==> config.mk <==
export PLATFORM = sky130hd
export DESIGN_NAME = c_escape_sequence_decoder
export DESIGN_NICKNAME = d
export VERILOG_FILES = /design/src/ced_pkg.sv /design/src/ced_decode.sv /design/src/ced_queue.sv /design/src/c_escape_sequence_decoder.sv
export SDC_FILE = /design/constraint.sdc
export NUM_CORES = 1
export LEC_CHECK = 0
export BUFFER_PORTS_ARGS = -buffer_cell sky130_fd_sc_hd__clkbuf_2
export CORE_MARGIN = 2
export CORE_UTILIZATION = 40
export CTS_BUF_LIST = sky130_fd_sc_hd__clkbuf_2
export DETAILED_ROUTE_END_ITERATION = 10
export MAX_ROUTING_LAYER = met4
export PLACE_DENSITY = 0.69
export REMOVE_ABC_BUFFERS = 1
export SLEW_MARGIN = 20
export SYNTH_ARGS = -nofsm -noshare
export SYNTH_HDL_FRONTEND = slang
export SYNTH_HIERARCHICAL = 1
export SYNTH_SLANG_ARGS = --single-unit
==> constraint.sdc <==
create_clock -name clock -period 3.59 [get_ports clock]
set_input_delay 0.1795 -clock clock [delete_from_list [all_inputs] [get_ports clock]]
set_output_delay 0.1795 -clock clock [all_outputs]
set_load 0.01 [all_outputs]
==> src/ced_pkg.sv <==
`timescale 1ns / 1ps
`default_nettype none

package ced_pkg;

   localparam logic [7:0] CHAR_BSLASH = 8'h5C;
   localparam logic [7:0] CHAR_ZERO   = 8'h30;
   localparam logic [7:0] CHAR_SEVEN  = 8'h37;
   localparam logic [7:0] CHAR_N      = 8'h6E;
   localparam logic [7:0] CHAR_T      = 8'h74;
   localparam logic [7:0] CHAR_B      = 8'h62;
   localparam logic [7:0] CHAR_R      = 8'h72;
   localparam logic [7:0] CHAR_F      = 8'h66;

   localparam logic [7:0] CODE_LF = 8'd10;
   localparam logic [7:0] CODE_HT = 8'd9;
   localparam logic [7:0] CODE_BS = 8'd8;
   localparam logic [7:0] CODE_CR = 8'd13;
   localparam logic [7:0] CODE_FF = 8'd12;

   localparam int QUEUE_DEPTH = 4;
   localparam int QUEUE_AW    = $clog2(QUEUE_DEPTH);
   localparam int QUEUE_CW    = $clog2(QUEUE_DEPTH + 1);

   typedef enum logic [1:0] {
      MODE_TEXT = 2'd0,
      MODE_ESC  = 2'd1,
      MODE_OCT1 = 2'd2,
      MODE_OCT2 = 2'd3
   } mode_type;

   typedef struct packed {
      logic [7:0] data;
      logic       term;
      logic       last;
   } result_type;

   typedef struct packed {
      logic [1:0] count;
      result_type res0;
      result_type res1;
   } write_type;

   function automatic logic [7:0] map_escape(input logic [7:0] c);
      logic [7:0] r;
      case (c)
         CHAR_N:  r = CODE_LF;
         CHAR_T:  r = CODE_HT;
         CHAR_B:  r = CODE_BS;
         CHAR_R:  r = CODE_CR;
         CHAR_F:  r = CODE_FF;
         default: r = c;
      endcase
      return r;
   endfunction

endpackage

`default_nettype wire

==> src/ced_decode.sv <==
`timescale 1ns / 1ps
`default_nettype none

module ced_decode
   import ced_pkg::*;
(
   input  wire logic       clock,
   input  wire logic       reset,
   input  wire logic       in_valid,
   output logic            in_ready,
   input  wire logic [7:0] in_char,
   input  wire logic       in_end,
   input  wire logic       room,
   output write_type       wr
);

   logic       valid_ff, valid_in;
   logic [7:0] char_ff;
   logic       end_ff;
   mode_type   mode_ff, mode_in;
   logic [5:0] accum_ff, accum_in;

   logic       proceed;
   logic       take;
   logic       is_oct;
   logic       is_bs;
   logic [2:0] digit;
   logic [1:0] n;
   result_type r0, r1, plain;

   assign proceed  = valid_ff && room;
   assign in_ready = !valid_ff || room;
   assign take     = in_valid && in_ready;
   assign valid_in = take ? 1'b1 : (proceed ? 1'b0 : valid_ff);

   assign is_oct = char_ff inside {[CHAR_ZERO:CHAR_SEVEN]};
   assign is_bs  = (char_ff == CHAR_BSLASH);
   assign digit  = char_ff[2:0];
   assign plain  = '{data: char_ff, term: 1'b0, last: 1'b0};

   always_comb begin
      n        = 2'd0;
      r0       = '0;
      r1       = '0;
      mode_in  = mode_ff;
      accum_in = accum_ff;
      if (end_ff) begin
         if (mode_ff == MODE_OCT1 || mode_ff == MODE_OCT2) begin
            r0 = '{data: {2'b00, accum_ff}, term: 1'b0, last: 1'b0};
            r1 = '{data: 8'd0, term: 1'b1, last: 1'b0};
            n  = 2'd2;
         end else begin
            r0 = '{data: 8'd0, term: 1'b1, last: 1'b0};
            n  = 2'd1;
         end
         mode_in  = MODE_TEXT;
         accum_in = '0;
      end else begin
         case (mode_ff)
            MODE_TEXT: begin
               if (is_bs) begin
                  mode_in = MODE_ESC;
               end else begin
                  r0 = plain;
                  n  = 2'd1;
               end
            end
            MODE_ESC: begin
               if (is_oct) begin
                  accum_in = {3'b000, digit};
                  mode_in  = MODE_OCT1;
               end else begin
                  r0      = '{data: map_escape(char_ff), term: 1'b0, last: 1'b0};
                  n       = 2'd1;
                  mode_in = MODE_TEXT;
               end
            end
            MODE_OCT1, MODE_OCT2: begin
               if (is_oct && mode_ff == MODE_OCT1) begin
                  accum_in = {accum_ff[2:0], digit};
                  mode_in  = MODE_OCT2;
               end else if (is_oct) begin
                  r0       = '{data: {accum_ff[4:0], digit}, term: 1'b0, last: 1'b0};
                  n        = 2'd1;
                  accum_in = '0;
                  mode_in  = MODE_TEXT;
               end else begin
                  r0       = '{data: {2'b00, accum_ff}, term: 1'b0, last: 1'b0};
                  accum_in = '0;
                  if (is_bs) begin
                     n       = 2'd1;
                     mode_in = MODE_ESC;
                  end else begin
                     r1      = plain;
                     n       = 2'd2;
                     mode_in = MODE_TEXT;
                  end
               end
            end
            default: begin
               mode_in = MODE_TEXT;
            end
         endcase
      end
      if (n == 2'd1) begin
         r0.last = 1'b1;
      end
      if (n == 2'd2) begin
         r1.last = 1'b1;
      end
   end

   assign wr = '{count: proceed ? n : 2'd0, res0: r0, res1: r1};

   always_ff @(posedge clock) begin
      if (reset) begin
         valid_ff <= 1'b0;
         mode_ff  <= MODE_TEXT;
         accum_ff <= '0;
      end else begin
         valid_ff <= valid_in;
         if (proceed) begin
            mode_ff  <= mode_in;
            accum_ff <= accum_in;
         end
      end
   end

   always_ff @(posedge clock) begin
      if (take) begin
         char_ff <= in_char;
         end_ff  <= in_end;
      end
   end

endmodule

`default_nettype wire

==> src/ced_queue.sv <==
`timescale 1ns / 1ps
`default_nettype none

module ced_queue
   import ced_pkg::*;
(
   input  wire logic       clock,
   input  wire logic       reset,
   input  write_type       wr,
   output logic            room,
   output logic            out_valid,
   input  wire logic       out_ready,
   output result_type      out_res
);

   result_type            mem_ff [QUEUE_DEPTH];
   logic [QUEUE_AW-1:0]   wptr_ff, wptr_in;
   logic [QUEUE_AW-1:0]   rptr_ff, rptr_in;
   logic [QUEUE_CW-1:0]   count_ff, count_in;
   logic [QUEUE_AW-1:0]   wptr_next;
   logic                  pop;

   assign out_valid = (count_ff != '0);
   assign out_res   = mem_ff[rptr_ff];
   assign pop       = out_valid && out_ready;
   assign room      = (count_ff <= QUEUE_CW'(QUEUE_DEPTH - 2));
   assign wptr_next = wptr_ff + QUEUE_AW'(1);
   assign wptr_in   = wptr_ff + QUEUE_AW'(wr.count);
   assign rptr_in   = rptr_ff + QUEUE_AW'(pop);
   assign count_in  = count_ff + QUEUE_CW'(wr.count) - QUEUE_CW'(pop);

   always_ff @(posedge clock) begin
      if (reset) begin
         wptr_ff  <= '0;
         rptr_ff  <= '0;
         count_ff <= '0;
      end else begin
         wptr_ff  <= wptr_in;
         rptr_ff  <= rptr_in;
         count_ff <= count_in;
      end
   end

   always_ff @(posedge clock) begin
      if (wr.count != 2'd0) begin
         mem_ff[wptr_ff] <= wr.res0;
      end
      if (wr.count == 2'd2) begin
         mem_ff[wptr_next] <= wr.res1;
      end
   end

endmodule

`default_nettype wire

==> src/c_escape_sequence_decoder.sv <==
`timescale 1ns / 1ps
`default_nettype none

// An accepted word is held in the input stage, and its results are written
// into the result queue, which drives rsp_. Throughput: one word per cycle;
// a word may yield two results, and req_tready drops while a word is held in
// the input stage and the 4-entry result queue has under 2 free slots.
// Reset: synchronous; clears the decode mode, octal accumulator, input stage
// and result queue.
module c_escape_sequence_decoder
   import ced_pkg::*;
(
   input  wire logic       clock,
   input  wire logic       reset,
   input  wire logic       req_tvalid,
   output logic            req_tready,
   input  wire logic [7:0] req_tdata,   // [7:0] char_in
   input  wire logic       req_tlast,   // end_in
   output logic            rsp_tvalid,
   input  wire logic       rsp_tready,
   output logic [7:0]      rsp_tdata,   // [7:0] char_out
   output logic            rsp_tuser,   // is_terminator
   output logic            rsp_tlast    // last
);

   write_type  wr;
   logic       room;
   result_type res;

   ced_decode u_decode (
      .clock    (clock),
      .reset    (reset),
      .in_valid (req_tvalid),
      .in_ready (req_tready),
      .in_char  (req_tdata),
      .in_end   (req_tlast),
      .room     (room),
      .wr       (wr)
   );

   ced_queue u_queue (
      .clock     (clock),
      .reset     (reset),
      .wr        (wr),
      .room      (room),
      .out_valid (rsp_tvalid),
      .out_ready (rsp_tready),
      .out_res   (res)
   );

   assign rsp_tdata = res.data;
   assign rsp_tuser = res.term;
   assign rsp_tlast = res.last;

   a_write_room: assert property (@(posedge clock) disable iff (reset)
      (wr.count != 2'd0) |-> room)
      else $error("result write without queue room");

   a_pair_last: assert property (@(posedge clock) disable iff (reset)
      (wr.count == 2'd2) |-> (wr.res1.last && !wr.res0.last && !wr.res0.term))
      else $error("bad last marking on result pair");

   a_term_form: assert property (@(posedge clock) disable iff (reset)
      (rsp_tvalid && rsp_tuser) |-> (rsp_tlast && rsp_tdata == 8'd0))
      else $error("terminator result malformed");

   a_ready_after_reset: assert property (@(posedge clock)
      $fell(reset) |-> req_tready)
      else $error("input not ready after reset");

endmodule

`default_nettype wire

# Word level (Yosys, flattened, before mapping)
# Memory sizes are Yosys's and may differ from the RTL's. A register that Yosys moved wholly into a read port is not among the register bits.
# Cells that the tools add are included.
totals:
  reg_bits: 25
  mem_bits_rw: 40
  output_inout_bits: 12
  wordCells: 89
  mem_count: 1
classes:
  n_addsub: 5
  n_lt_le_gt_ge: 3
  n_eq_ne: 14
  mux: 42
  reduce_logical: 16
memory_table:
  columns: ["memory", "depth", "word_bits", "read_ports", "rd_clocked_by_memory_dff", "write_ports", "line_no", "text"]
  rows:
  - ["u_queue.mem_ff", 4, 10, 1, 1, 2, "ced_queue.sv:16", "result_type mem_ff [QUEUE_DEPTH];"]
op_table:
  columns: ["cell", "count"]
  rows:
  - ["$mux 10", 9]
  - ["$eq 8x7->1 const B", 6]
  - ["$pmux 8 s5", 1]
  - ["$pmux 10 s3", 1]
  - ["$mux 2", 13]
  - ["$mux 6", 3]
  - ["$pmux 2 s3", 2]
  - ["$pmux 6 s2", 1]
  - ["$mux 1", 11]
  - ["$eq 2x2->1 const B", 4]
  - ["$ge 8x6->1 const B", 1]
  - ["$le 8x6->1 const B", 1]
  - ["$mux 8", 1]
  - ["$ne 3x1->1 const B", 2]
  - ["$reduce_bool 3->1", 2]
  - ["$logic_and 1x1->1", 5]
  - ["$eq 2x1->1 const B", 2]
  - ["$reduce_bool 2->1", 2]
  - ["$add 3x2->3", 1]
  - ["$le 3x2->1 const B", 1]
  - ["$reduce_and 3->1", 1]
  - ["$sub 3x1->3", 1]
  - ["$add 2x1->2", 1]
  - ["$add 2x1->2 const B", 1]
  - ["6 further kinds", 7]

# Depth between registers and ports, before layout
# Gate-level depths: netlist (run 1).
logic_depth:
  depth_word: 10
  depth_mapped: 12

# Modules after synthesis
# The synthesis (run 1) kept the hierarchy.
by_module_without_submodules:
  columns: ["module", "n_inst", "cells_per_inst", "area_per_inst_um2", "seq_area_each_um2"]
  rows:
  - ["ced_queue", 1, 143, 2497.4, 1341.3]
  - ["ced_decode", 1, 170, 1451.4, 450.4]

# Worst setup path after synthesis (run 1)
# OpenSTA, ideal clock, no wires.
synth_path:
  path_kind: "register -> register"
  from: "register u_decode.char_ff[7]"
  to: "memory u_queue/mem_ff[0][0] (netlist bit), enable pin"
  arrival_time_ps: 2941
  path_slack_ps: 256
  path_stages_with_launch: 9
  period_less_slack_ps: 3334
  path_cell_list: "edfxtp_1 buf_6 or3b_1 or3_4 buf_6 nand3b_4 a41oi_2 nor2_1 o31ai_1"
synth_lines:
  columns: ["item", "line_no", "text"]
  rows:
  - ["start: declaration", "ced_decode.sv:18", "logic [7:0] char_ff;"]
  - ["start signal: assignment", "ced_decode.sv:131", "char_ff <= in_char;"]
  - ["end: declaration", "ced_queue.sv:16", null]

==> reports/metrics.yaml, run 1 <==
status: "finished, final reports clean"
seq_power_share_pct: 50.0
crit_family: "compound AO/OA/AOI/OAI gates"
cts_buffers: 9
cp.arrival_ps: 3610
p_leak_uw: 0.00165
grt_pass1_vias: 2649
finalSetupTns_ps: 0
initial_utilization_pct: 40.8
hpwl_um: 5770
core_um2: 9680
fmaxAchievable_mhz: 310
syn_inst: 313
dr.pass1.iters: 4
whs_ps: 65.0
grt_usage_pct: 17.7
setup_viol: 0
cts-hold-fix-buffers: 10
power_density_nw_per_um2: 427
avgSynthCellArea_um2: 12.6
hold_viol: 0
clk_path_buf_depth: 2
grt_max_degree: 22
worstPathRequired_ps: 3980
path_clk_slew_ps: 190
cellInternalPower_uw: 1350
final_common_cell: "edfxtp_1"
grt_overflow_total: 0
synth_top_area_cell: "edfxtp_1"
cp-start-kind: "flip-flop"
drive_above_1_share_pct: 31.6
irDropWorstVdd_mv: 0.447
maxSlewViolCount: 0
cts_sinks: 65
pwr-share-comb_pct: 23.6
netSwitchingFraction_pct: 29.0
final.fill_count: 874
cts_root_buffer: "clkbuf_2"
num_rows: 36
post_cts_buffers: 0
p_sw_uw: 553
vias_per_cell: 5.60
num_antenna_cells: 0
final.period_utilization_pct: 89.8
drc: 0
layout_common_cells: "edfxtp_1, clkbuf_2, buf_4"
synth_seq_cells: 65
nets: 370
die_width_um: 103
critPathSlowestCell: "or4b_2"
dieArea_um2: 10700
yosysWarnings: 6
ctsResizeCount: 0
crit_type: "reg2reg"
synth_top_cell_area_share_pct: 37.3
worst_pin_slew_ps: 924
grt_pass1_wl_um: 13800
cp-end-kind: "flip-flop"
clockPowerShare_pct: 26.4
h-tree-depth: 3
period_needed_ps: 3220
place_congestion: 0.943
crit_buf_inv: 1
synthesis.area_um2: 3950
drv_cap: 0
worstSkewPairLatency_ps: 500
drt_wl_total_um: 8450
synth.area.top_cells: "edfxtp_1, dfxtp_1, mux2_4"
numPortBuffers: 24
ant_nets: 0
worstHoldPathType: "in2reg"
drtIter0Drc: 153
slowest_delay_ps: 770
vias: 2752
reg2reg_depth: 9
final.setup_skew_ps: 20.0
synth-edff-count: 49
synth_cell_types: 72
yosysSeqAreaShare_pct: 45.4
crit_chain: "or4b_2, o21ai_0, o211ai_1, a41oi_2, ha_1, inv_1, fa_1, xor3_1, nor2_1"
async_flop_share_pct: 0
cts_tree: "built"
slew_headroom_pct: 37.9
rsz0062_at_grt: "false"
min_path_cells: 2
cp.depth: 9
path_max_fanout: 10
area_delta_synth_final_pct: 13.0
boundaryPins: 25
synthFlopType: "edfxtp_1"
antenna_found_initial: 0
die_y_um: 103
wl_per_cell_um: 17.2
## cell type report
type                       count  area (µm²)  share of cell area [%]
clock inverter                 7        95.1                    2.13
sequential                    65        1790                    40.2
inverter                      14        52.6                    1.18
tap                          133         166                    3.73
clock buffer                   9        45.0                    1.01
timing repair buffer          53         363                    8.13
multi-input combinational    210        1950                    43.7
## state kept, by name (all words and copies together), names as in the netlist
name	cells
u_decode/accum_ff	6
u_queue/rptr_ff	2
u_decode/end_ff	1
u_decode/valid_ff	1
u_queue/mem_ff	40
u_queue/wptr_ff	2
u_decode/mode_ff	2
u_decode/char_ff	8
u_queue/count_ff	3
## through the flow
step	cells	cell area (µm²)	utilization (%)	setup WS [ps]	power, µW
global placement	465	4220	43.6	447	1410
global route	491	4460	46.1	157	2020
detailed placement	465	4220	43.6	403	1410
CTS	491	4460	46.1	376	1930
floorplan	289	3790	-	181	1270
finish	491	4460	46.1	366	1910
## final timing paths
check | slack (ps) | to | start
hold / removal | 60 | u_queue/wptr_ff[1]$_SDFF_PP0_ | reset
hold reg to reg | 520 | u_decode/accum_ff[5]$_SDFFE_PP0P_ | u_decode/accum_ff[5]$_SDFFE_PP0P_
setup / recovery | 370 | u_queue/count_ff[2]$_SDFF_PP0_ | u_decode/char_ff[6]$_DFFE_PP_
setup reg to reg | 370 | u_queue/count_ff[2]$_SDFF_PP0_ | u_decode/char_ff[6]$_DFFE_PP_
## logic make-up after synthesis
| family | after synthesis | synth area share, % |
|---|---|---|
| AOI/OAI and AO/OA | 59 | 11.3 |
| and+or+nand+nor | 84 | 13.8 |
| buffers and inverters | 38 | 5.29 |
| adders and majority gates | 4 | 1.46 |
| xor gates and xnor gates | 5 | 1.84 |
| muxes | 58 | 20.9 |
| DFF | 65 | 45.4 |
## synthesized netlist by cell type (5+ instances only)
library cell	number
o31ai_1	6
a21oi_1	11
mux2_4	18
nor2_1	18
clkbuf_1	11
mux2_1	13
mux4_2	10
dfxtp_1	16
nor2b_1	5
nor3_1	5
mux2i_1	5
nand2_1	12
buf_6	7
edfxtp_1	49
mux2_2	12
nand3_1	6
a22o_1	6
inv_1	14
## routing by layer
layer	up-vias	GRT usage (%)	share of wire, %	routed length (µm)
li1	1306	-	-	-
met1	1332	23.3	45	3830
met2	103	27.0	47	4000
met3	11	4.77	6.0	503
met4	0	4.76	1.3	112
met5	-	-	0	0
## power by group through the flow
stage	clock network [µW]	logic, µW	registers, µW
2_1_floorplan	0	308	958
3_3_place_gp	0	436	970
3_5_place_dp	0	440	973
4_1_cts	525	451	956
5_1_grt	557	497	968
6_report	503	450	953
(Power assumes the default switching activity.)
==> run 2: changes to the inputs <==
--- a/config.mk
+++ b/config.mk
@@ -8,7 +8,6 @@
 export BUFFER_PORTS_ARGS = -buffer_cell sky130_fd_sc_hd__clkbuf_2
 export CORE_MARGIN = 2
 export CORE_UTILIZATION = 40
-export CTS_BUF_LIST = sky130_fd_sc_hd__clkbuf_2
 export DETAILED_ROUTE_END_ITERATION = 10
 export MAX_ROUTING_LAYER = met4
 export PLACE_DENSITY = 0.69
==> run 2 against run 1 <==
Net effect: cell count down 0.20%; total power rose by 9.3%; clock power grew 36%; global-route usage up 0.15 points; sequential share of layout area fell by 0.61 points; maximum frequency grew 0.40%; critical endpoint is now u_queue/mem_ff[0][2]$_DFFE_PP_; largest power group unchanged.
==> reports/metrics.yaml, run 2 (synthesized netlist as in run 1, its figures left out) <==
status: "finished, final reports clean"  # unchanged
numPortBuffers: 24  # unchanged
nets: 369  # was 370
final_common_cell: "edfxtp_1"  # unchanged
dieArea_um2: 10700  # unchanged
worst_pin_slew_ps: 944  # was 924 ps
wl_per_cell_um: 17.4  # was 17.2 µm
post_cts_buffers: 0  # unchanged
reg_top3: "u_queue/mem_ff (40), u_decode/char_ff (8), u_decode/accum_ff (6)"  # unchanged
vias: 2785  # was 2,752
final.period_utilization_pct: 89.4  # was 89.8%
die_y_um: 103  # unchanged
antenna_found_initial: 0  # unchanged
hold_viol: 0  # unchanged
largest_reg_flops: 40  # unchanged
drv_cap: 0  # unchanged
dr.pass1.iters: 5  # was 4
grt_usage_pct: 17.8  # was 17.7%
finalSetupTns_ps: 0  # unchanged
h-tree-depth: 3  # unchanged
core_um2: 9680  # unchanged
irDropWorstVdd_mv: 0.368  # was 0.447 mV
grt_overflow_total: 0  # unchanged
die_width_um: 103  # unchanged
final.fill_count: 862  # was 874
path_clk_slew_ps: 70  # was 190 ps
drt_wl_total_um: 8530  # was 8450 µm
final.setup_skew_ps: 4.51  # was 20.0 ps
maxSlewViolCount: 0  # unchanged
rsz0062_at_grt: "false"  # unchanged
drc: 0  # unchanged
cts_sinks: 65  # unchanged
drtIter0Drc: 107  # was 153
p_leak_uw: 0.00168  # was 0.00165 µW
worstPathRequired_ps: 3690  # was 3980 ps
vias_per_cell: 5.68  # was 5.60
fmaxAchievable_mhz: 311  # was 310 MHz
num_antenna_cells: 0  # unchanged
layout_common_cells: "edfxtp_1, clkbuf_2, buf_4"  # unchanged
setup_viol: 0  # unchanged
worstHoldPathType: "in2reg"  # unchanged
boundaryPins: 25  # unchanged
slew_headroom_pct: 36.6  # was 37.9%
hpwl_um: 5770  # unchanged
cts_tree: "built"  # unchanged
worstSkewPairLatency_ps: 350  # was 500 ps
grt_pass1_wl_um: 13900  # was 13,800 µm
grt_pass1_vias: 2655  # was 2,649
cp-start-kind: "flip-flop"  # unchanged
num_rows: 36  # unchanged
area_delta_synth_final_pct: 14.7  # was 13.0%
grt_max_degree: 22  # unchanged
pre_cts_ws_ps: 403  # unchanged
place_congestion: 0.943  # unchanged
power_density_nw_per_um2: 460  # was 427 nW/µm²
cts_buffers: 9  # unchanged
fin_ws_ps: 379  # was 366 ps
cts_root_buffer: "clkbuf_8"  # was clkbuf_2
cp-end-kind: "flip-flop"  # unchanged
ant_nets: 0  # unchanged
largest_register: "u_queue/mem_ff"  # unchanged
cp.arrival_ps: 3310  # was 3610 ps
reg2reg_depth: 7  # was 9
clk_path_buf_depth: 2  # unchanged
crit_type: "reg2reg"  # unchanged
path_max_fanout: 11  # was 10
drive_above_1_share_pct: 31.7  # was 31.6%
initial_utilization_pct: 40.8  # unchanged
min_path_cells: 3  # was 2
period_needed_ps: 3210  # was 3220 ps
run 2: worst paths after layout:
kind / start / to / slack [ps]
setup / recovery: u_decode/char_ff[6]$_DFFE_PP_ / u_queue/mem_ff[0][2]$_DFFE_PP_ / 380
hold / removal: req_tvalid / u_decode/valid_ff$_SDFFE_PP0P_ / 60
setup reg to reg: u_decode/char_ff[6]$_DFFE_PP_ / u_queue/mem_ff[0][2]$_DFFE_PP_ / 380
hold reg to reg: u_decode/accum_ff[5]$_SDFFE_PP0P_ / u_decode/accum_ff[5]$_SDFFE_PP0P_ / 500
run 2: final cells by class:
cell class	instances	area [µm²]	area share, %
clock buffers	9	124	2.73
multi-input cells	210	1950	43.0
well taps	133	166	3.67
flip-flops and latches	65	1790	39.5
inverters	14	52.6	1.16
clock inverters	7	95.1	2.10
repair buffers	52	353	7.79
run 2: worst max-delay path, stage by stage, from the launching register on:
cell and delay, ps:
edfxtp_1 550, or4b_2 770, o21ai_0 190, o211ai_1 150, a41oi_2 530, nand4b_1 180
buf_4 230, mux2_2 350
run 2: stage by stage:
stage / area (µm²) / hold WS [ps] / power [µW] / cells / util, %
3_3_place_gp: 4220 / 357 / 1410 / 465 / 43.6
3_5_place_dp: 4220 / 359 / 1410 / 465 / 43.6
6_report: 4530 / 58.0 / 2080 / 490 / 46.8
4_1_cts: 4530 / 35.9 / 2110 / 490 / 46.8
2_1_floorplan: 3790 / 246 / 1270 / 289 / -
5_1_grt: 4530 / 47.1 / 2200 / 490 / 46.8
run 2: what timing repair did:
| item | in CTS | in global routing |
|---|---|---|
| resized for setup | 0 | 0 |
| hold buffers | 9 | 0 |
| hold endpoints to repair | 9 | 0 |
run 2: power breakdown:
group | leakage (µW) | internal (µW) | switching (µW)
Clock | 0.000111 | 390 | 292
Sequential | 0.000578 | 872 | 81.5
Combinational | 0.000989 | 250 | 198
Total | 0.00168 | 1510 | 572
run 2: metal layers:
layer	track usage, %	vias to the layer above	part of all wire, %
met1	23.4	1351	45
met3	4.17	16	6.2
met2	27.1	116	47
li1	-	1302	-
met4	6.28	0	2.1
met5	-	-	0
